### config.mk
export PLATFORM = sky130hd
export DESIGN_NAME = awbcal_div
export DESIGN_NICKNAME = d
export VERILOG_FILES = /design/src/rtl/awbcal_pkg.sv /design/src/rtl/awbcal_div.sv
export SDC_FILE = /design/constraint.sdc
export NUM_CORES = 2
export LEC_CHECK = 0
export BUFFER_PORTS_ARGS = -buffer_cell sky130_fd_sc_hd__buf_2
export CORE_MARGIN = 4
export CORE_UTILIZATION = 57
export DETAILED_ROUTE_END_ITERATION = 8
export PLACE_DENSITY = 0.76
export SLEW_MARGIN = 20
export SYNTH_ARGS = -nofsm -noshare
export SYNTH_HDL_FRONTEND = slang
export SYNTH_SLANG_ARGS = --single-unit
### constraint.sdc
create_clock -name clock -period 3.1 [get_ports clock]
set_input_delay 0.465 -clock clock [delete_from_list [all_inputs] [get_ports clock]]
set_output_delay 0.465 -clock clock [all_outputs]
set_load 0.01 [all_outputs]
### src/rtl/awbcal_pkg.sv
// Shared constants and types for the white-balance calibration gain calculator.
`default_nettype none
package awbcal_pkg;
   localparam int GAIN_W     = 16;
   localparam int WORD_W     = 32;
   localparam int DGAIN_W    = 12;
   localparam int CSR_IDX_W  = 2;
   localparam int DIV_STAGES = WORD_W;
   localparam int LATENCY    = 3 * DIV_STAGES + 4;

   localparam logic [CSR_IDX_W-1:0] CSR_GOLDEN_RED   = 2'd0;
   localparam logic [CSR_IDX_W-1:0] CSR_GOLDEN_GREEN = 2'd1;
   localparam logic [CSR_IDX_W-1:0] CSR_GOLDEN_BLUE  = 2'd2;

   localparam logic [GAIN_W-1:0] GOLDEN_RED_RESET   = 16'd3741;
   localparam logic [GAIN_W-1:0] GOLDEN_GREEN_RESET = 16'd1940;
   localparam logic [GAIN_W-1:0] GOLDEN_BLUE_RESET  = 16'd2805;

   localparam logic [1:0] ST_OK       = 2'd0;
   localparam logic [1:0] ST_ZERO_IN  = 2'd1;
   localparam logic [1:0] ST_ZERO_DIV = 2'd2;
   localparam logic [1:0] ST_RANGE    = 2'd3;

   localparam logic [1:0] BR_SCALE_RB = 2'd0;
   localparam logic [1:0] BR_HOLD_R   = 2'd1;
   localparam logic [1:0] BR_HOLD_B   = 2'd2;

   localparam logic [WORD_W-1:0] UNITY     = 32'h0000_1000;
   localparam logic [WORD_W-1:0] ROUND_ADD = 32'h0000_0008;

   typedef logic [WORD_W-1:0] word_type;

   typedef struct packed {
      logic zero_in;
      logic zero_golden;
   } line1_type;

   typedef struct packed {
      logic [1:0] branch;
      logic [1:0] status;
      word_type   mul_op;
      word_type   den3;
   } line2_type;

   typedef struct packed {
      logic [1:0] branch;
      logic [1:0] status;
      word_type   q2;
   } line3_type;
endpackage
`default_nettype wire

### src/rtl/awbcal_div.sv
// Pipelined restoring divider, one quotient bit per stage.
`default_nettype none
module awbcal_div
   import awbcal_pkg::*;
(
   input  wire logic     clock,
   input  wire logic     reset,
   input  wire logic     in_valid,
   input  wire word_type num,
   input  wire word_type den,
   output logic          out_valid,
   output word_type      quo
);
   logic     vld_ff [DIV_STAGES];
   word_type rem_ff [DIV_STAGES];
   word_type nq_ff  [DIV_STAGES];
   word_type den_ff [DIV_STAGES];

   for (genvar i = 0; i < DIV_STAGES; i++) begin : g_stage
      logic          vld_prev;
      word_type      rem_prev, nq_prev, den_prev;
      logic [WORD_W:0] trial;
      logic          bit_in;
      word_type      rem_in, nq_in;

      if (i == 0) begin : g_first
         assign vld_prev = in_valid;
         assign rem_prev = '0;
         assign nq_prev  = num;
         assign den_prev = den;
      end else begin : g_next
         assign vld_prev = vld_ff[i-1];
         assign rem_prev = rem_ff[i-1];
         assign nq_prev  = nq_ff[i-1];
         assign den_prev = den_ff[i-1];
      end

      always_comb begin
         trial  = {rem_prev, nq_prev[WORD_W-1]};
         bit_in = (trial >= {1'b0, den_prev});
         if (bit_in) begin
            rem_in = WORD_W'(trial - {1'b0, den_prev});
         end else begin
            rem_in = trial[WORD_W-1:0];
         end
         nq_in = {nq_prev[WORD_W-2:0], bit_in};
      end

      always_ff @(posedge clock) begin
         if (reset) begin
            vld_ff[i] <= 1'b0;
         end else begin
            vld_ff[i] <= vld_prev;
         end
         rem_ff[i] <= rem_in;
         nq_ff[i]  <= nq_in;
         den_ff[i] <= den_prev;
      end
   end

   assign out_valid = vld_ff[DIV_STAGES-1];
   assign quo       = nq_ff[DIV_STAGES-1];
endmodule
`default_nettype wire

# Yosys cells after proc, flatten, opt, wreduce, memory -nomap -nowiden
# Memory sizes are Yosys's and may differ from the RTL's.
# Index checks and enable logic that the tools add are counted.
dict set report totals {
  regBits 0
  ramBits 3104
  output_inout_bits 33
  elab_cells 167
  n_memories 4
}
# memory words width rd rd_clocked_by_memory_dff wr line
set memory_table {}
lappend memory_table {den_ff 32 32 31 0 32 awbcal_div.sv:17} ;# word_type den_ff [DIV_STAGES];
lappend memory_table {nq_ff 32 32 32 0 32 awbcal_div.sv:16} ;# word_type nq_ff [DIV_STAGES];
lappend memory_table {rem_ff 32 32 31 0 32 awbcal_div.sv:15} ;# word_type rem_ff [DIV_STAGES];
lappend memory_table {vld_ff 32 1 32 0 32 awbcal_div.sv:14} ;# logic vld_ff [DIV_STAGES];
dict set report op_classes {
  addsub 32
  n_lt_le_gt_ge 32
  muxes 67
  bitwise_logic 32
}
# operator n
set op_table {}
lappend op_table {{32-bit two-way mux} 32}
lappend op_table {{33-bit by 32-bit >= comparator with 1-bit output} 31}
lappend op_table {{32-bit subtractor} 31}
lappend op_table {{1-bit two-way mux} 35}
lappend op_table {{1-bit by 32-bit >= comparator with 1-bit output} 1}
lappend op_table {{1-bit bitwise OR} 32}
lappend op_table {{1-bit by 32-bit subtractor with 32-bit output} 1}

# Logic depth before layout (Yosys ltp)
dict set report depth {
  ltp_word 3
  ltp_mapped 16
  depth_no_buf 14
}

# Worst setup path after synthesis
# Ideal clock, no wire load.
dict set report synth_path {
  kind {flip-flop to flip-flop}
  startpoint {mem den_ff[0][225] (netlist bit)}
  endpoint {mem rem_ff[0][259] (netlist bit)}
  t_arrival_ps 3198
  required_time_ps 2979
  setup_slack_ps -219
  path_stages_with_launch 14
  n_path_buf 1
  synth_period_minus_slack_ps 3319
  cell_sequence {dfxtp_1 > inv_1 > ha_1 > nor2b_1 > o31a_1 > o31ai_2 > a21oi_1 > o2bb2ai_1 > a311o_1 > nand4_1 > nand3_1 > a2111oi_4 > buf_4 > mux2_2}
}
# element line
set synth_lines {}
lappend synth_lines {{start: declaration} awbcal_div.sv:17}
lappend synth_lines {{end: declaration} awbcal_div.sv:15}

==> impl_metrics.py <==
metrics = {
    "synthesis": {
        "synth_ff_type": "dfxtp_1",
        "synth.largest_area_cell": "dfxtp_1",
        "synth.most_common_cell": "dfxtp_1",
        "yosys_warnings": 0,
        "synth_cell_types": 102,
        "netlist_top_cells_area": "dfxtp_1, ha_1, a21oi_1, inv_1, o21ai_0",
        "synth_area_per_cell_um2": 9.82,
        "yosys_register_bits": 3040,
        "synth_edf_count": 0,
        "ys_seq_area_share_pct": 49.2,
        "synth_nets": 13700,
        "async_flop_share_pct": 0,
        "netlist_instances": 12600,
        "synth_area_mm2": 0.124,
        "synth.top_cell.area_share_pct": 49.2,
        "ys_top_cells_by_count": "dfxtp_1, inv_1, ha_1",
    },
    "pwr": {
        "power.switching_mw": 30.0,
        "power.switching_fraction_pct": 28.2,
        "power_mw": 106,
        "irDropWorstVdd_uv": 703,
        "p_comb_share_pct": 23.1,
        "clkPwrFrac_pct": 35.8,
        "p_seq_share_pct": 41.0,
        "powerDensity_mw_per_mm2": 652,
        "internal-power_mw": 76.5,
        "p_leak_nw": 76.7,
    },
    "run_status": {
        "violations": "setup timing",
        "status": "complete, but fails checks",
    },
    "final_layout": {
        "syn_to_final_growth_pct": 32.0,
        "layout-drive-gt1-share_pct": 29.1,
        "fillers": 13900,
        "final_nets": 15800,
        "stdcell_area_mm2": 0.163,
        "instances_no_fill": 17700,
        "multi_input_area_mm2": 0.0651,
        "final_util_pct": 75.8,
        "seq_area_mm2": 0.0612,
    },
    "critical_path": {
        "r2r-end": "rem_ff[0][222]",
        "setup.worst_path.class": "flop to flop",
        "rr_worst_depth": 16,
        "rrSetupSlack_ps": -360,
        "required_ps": 3880,
        "crit_path_max_fanout": 2,
        "crit_path_start_kind": "flop",
        "worstSetupEndpointType": "flop",
        "r2r-start": "nq_ff[0][191]",
        "cp.arrival_ps": 4240,
        "crit_start": "nq_ff[0][191]",
    },
    "timing": {
        "period_share_pct": 112,
        "worst_slew_pin_slew_ps": 854,
        "report.final.slew_viol_count": 0,
        "rsz0062_at_grt": "yes",
        "final-hold-violation-count": 0,
        "slew_headroom_pct": 41.6,
        "worst_slack_ps": -360,
        "period_minus_slack_ps": 3460,
        "setup_viol": 354,
        "finClkSkew_ps": 86.0,
        "fmax_mhz": 289,
        "setup-tns-final_ps": -36290,
    },
    "worst_hold_path": {
        "hold_start": "num[4]",
        "hp-class": "input port to flop",
        "whs_path_depth": 2,
        "hold_end": "nq_ff[0][5]",
    },
    "clocking": {
        "cts_root_buf": "clkbuf_16",
        "clk-insertion-delay-late_ps": 960,
        "clkTransAtPathRegs_ps": 70,
        "cts_buffers": 317,
        "cts_tree": "done",
        "clkSinkCount": 3040,
        "h-tree-depth": 5,
        "clock_path_buffers": 4,
    },
    "die": {
        "die_h_um": 474,
        "ios": 100,
        "die_x_um": 474,
        "dieArea_mm2": 0.224,
        "row_count": 170,
        "initial_core_util_pct": 57.5,
        "core_area_mm2": 0.215,
    },
    "placed_design": {
        "placed_area_mm2": 0.138,
        "io_buffers": 99,
        "place_congestion": 0.952,
        "hpwl_um": 236000,
        "dp.cells": 16700,
    },
    "global_routing": {
        "antenna_found_initial": 5,
        "grt_pass1_wl_um": 517000,
        "grt_max_degree": 37,
        "grt_pass1_vias": 98300,
        "track_usage_pct": 28.5,
        "overflow": 0,
    },
    "route": {
        "routed_wl_um": 355000,
        "dr.pass1.iters": 6,
        "avgViaCountPerCell": 5.62,
        "wire_per_inst_um": 20.0,
        "vias": 99700,
        "drt_iter0_drc": 7264,
        "drc": 0,
        "postRouteAntennaNets": 0,
    },
    "run": {
        "maxCapViolations": 0,
    },
}
logic make-up after synthesis:
family / synth area share (%)
flip-flops: 49.2
XOR/XNOR: 5.83
multiplexers: 3.36
AO/OA/AOI/OAI: 16.2
buffers and inverters: 4.79
adder cells (fa/ha/maj): 10.5
AND/OR/NAND/NOR: 10.1
critical path, stage by stage (launching register included):
cell,delay [ps]
dfxtp_2,350
inv_2,50
ha_4,150
buf_6,110
fa_2,350
nor2b_2,160
o21ai_2,80
a21boi_2,190
o21ai_2,110
o41ai_2,340
buf_4,190
o31ai_4,60
a31oi_2,230
o22ai_2,140
o41ai_2,370
xor2_1,130
mux2_4,270
state kept, by name (all words and copies together) (netlist names):
register,count
nq_ff,1024
den_ff,992
rem_ff,992
vld_ff,32
per-stage QoR:
step | hold slack [ps] | setup slack (ps)
floorplan | 310 | -114
global placement | 309 | -449
detailed placement | 312 | -463
CTS | 80.3 | -169
global route | 120 | -515
finish | 149 | -360
per-layer routing:
| layer | GRT usage [%] | wire, um | up-vias |
|---|---|---|---|
| met1 | 34.5 | 143000 | 47200 |
| li1 | - | - | 47600 |
| met5 | 0 | 18 | - |
| met3 | 3.63 | 18900 | 1316 |
| met4 | 11.8 | 18400 | 2 |
| met2 | 50.8 | 175000 | 3549 |
area by class of cell:
type	count	area share, %
inverter	1246	2.87
clock inverter	131	1.01
timing repair buffer	2055	11.2
tap	2838	2.17
antenna	1	0.00153
clock buffer	419	5.39
sequential	3040	37.5
multi-input combinational	8016	39.9
worst max path at each step:
stage	end	slack (ps)
after floorplan	rem_ff[1][441]	-110
after global placement	rem_ff[0][350]	-450
after detailed placement	rem_ff[0][350]	-460
after CTS	rem_ff[0][240]	-170
after global routing	rem_ff[0][222]	-510
final	rem_ff[0][222]	-360
what timing repair did:
action | in CTS | in global routing
buffers inserted | 187 | 197
endpoints found under the hold margin | 100 | 0
hold buffers | 67 | 0
resized for setup | 828 | 1569
endpoints found under the setup margin | 852 | 971
cloned | 46 | 46
pin swaps | 280 | 581
cells in the final DEF, fill, tap and decap left out, types with 69 or more instances in the layout:
master / instances
mux2_4: 149
nor3_1: 112
o21ai_1: 110
nor2b_1: 147
o21bai_1: 108
mux2_2: 188
nand3_1: 178
o21ai_2: 142
a21o_1: 511
nand2b_1: 151
o21ai_0: 572
dfxtp_2: 218
xor2_1: 361
buf_6: 108
a21oi_1: 728
ha_1: 808
nand4_1: 154
o21a_1: 110
and3_1: 73
xnor2_1: 461
nor2_4: 74
buf_2: 100
a31oi_1: 69
nand2_1: 756
dfxtp_1: 2800
nor2_1: 508
clkbuf_16: 364
a21oi_2: 179
inv_1: 1173
ha_4: 165
buf_4: 1606
power by group through the flow:
stage / clock network [mW] / logic [mW] / registers [mW]
after CTS: 38.6 / 21.5 / 43.5
final: 38.1 / 24.6 / 43.7
after floorplan: 0 / 13.4 / 43.4
after global routing: 40.3 / 26.6 / 43.9
after global placement: 0 / 18.9 / 44.3
after detailed placement: 0 / 19.4 / 44.3
(Power assumes the default switching activity.)
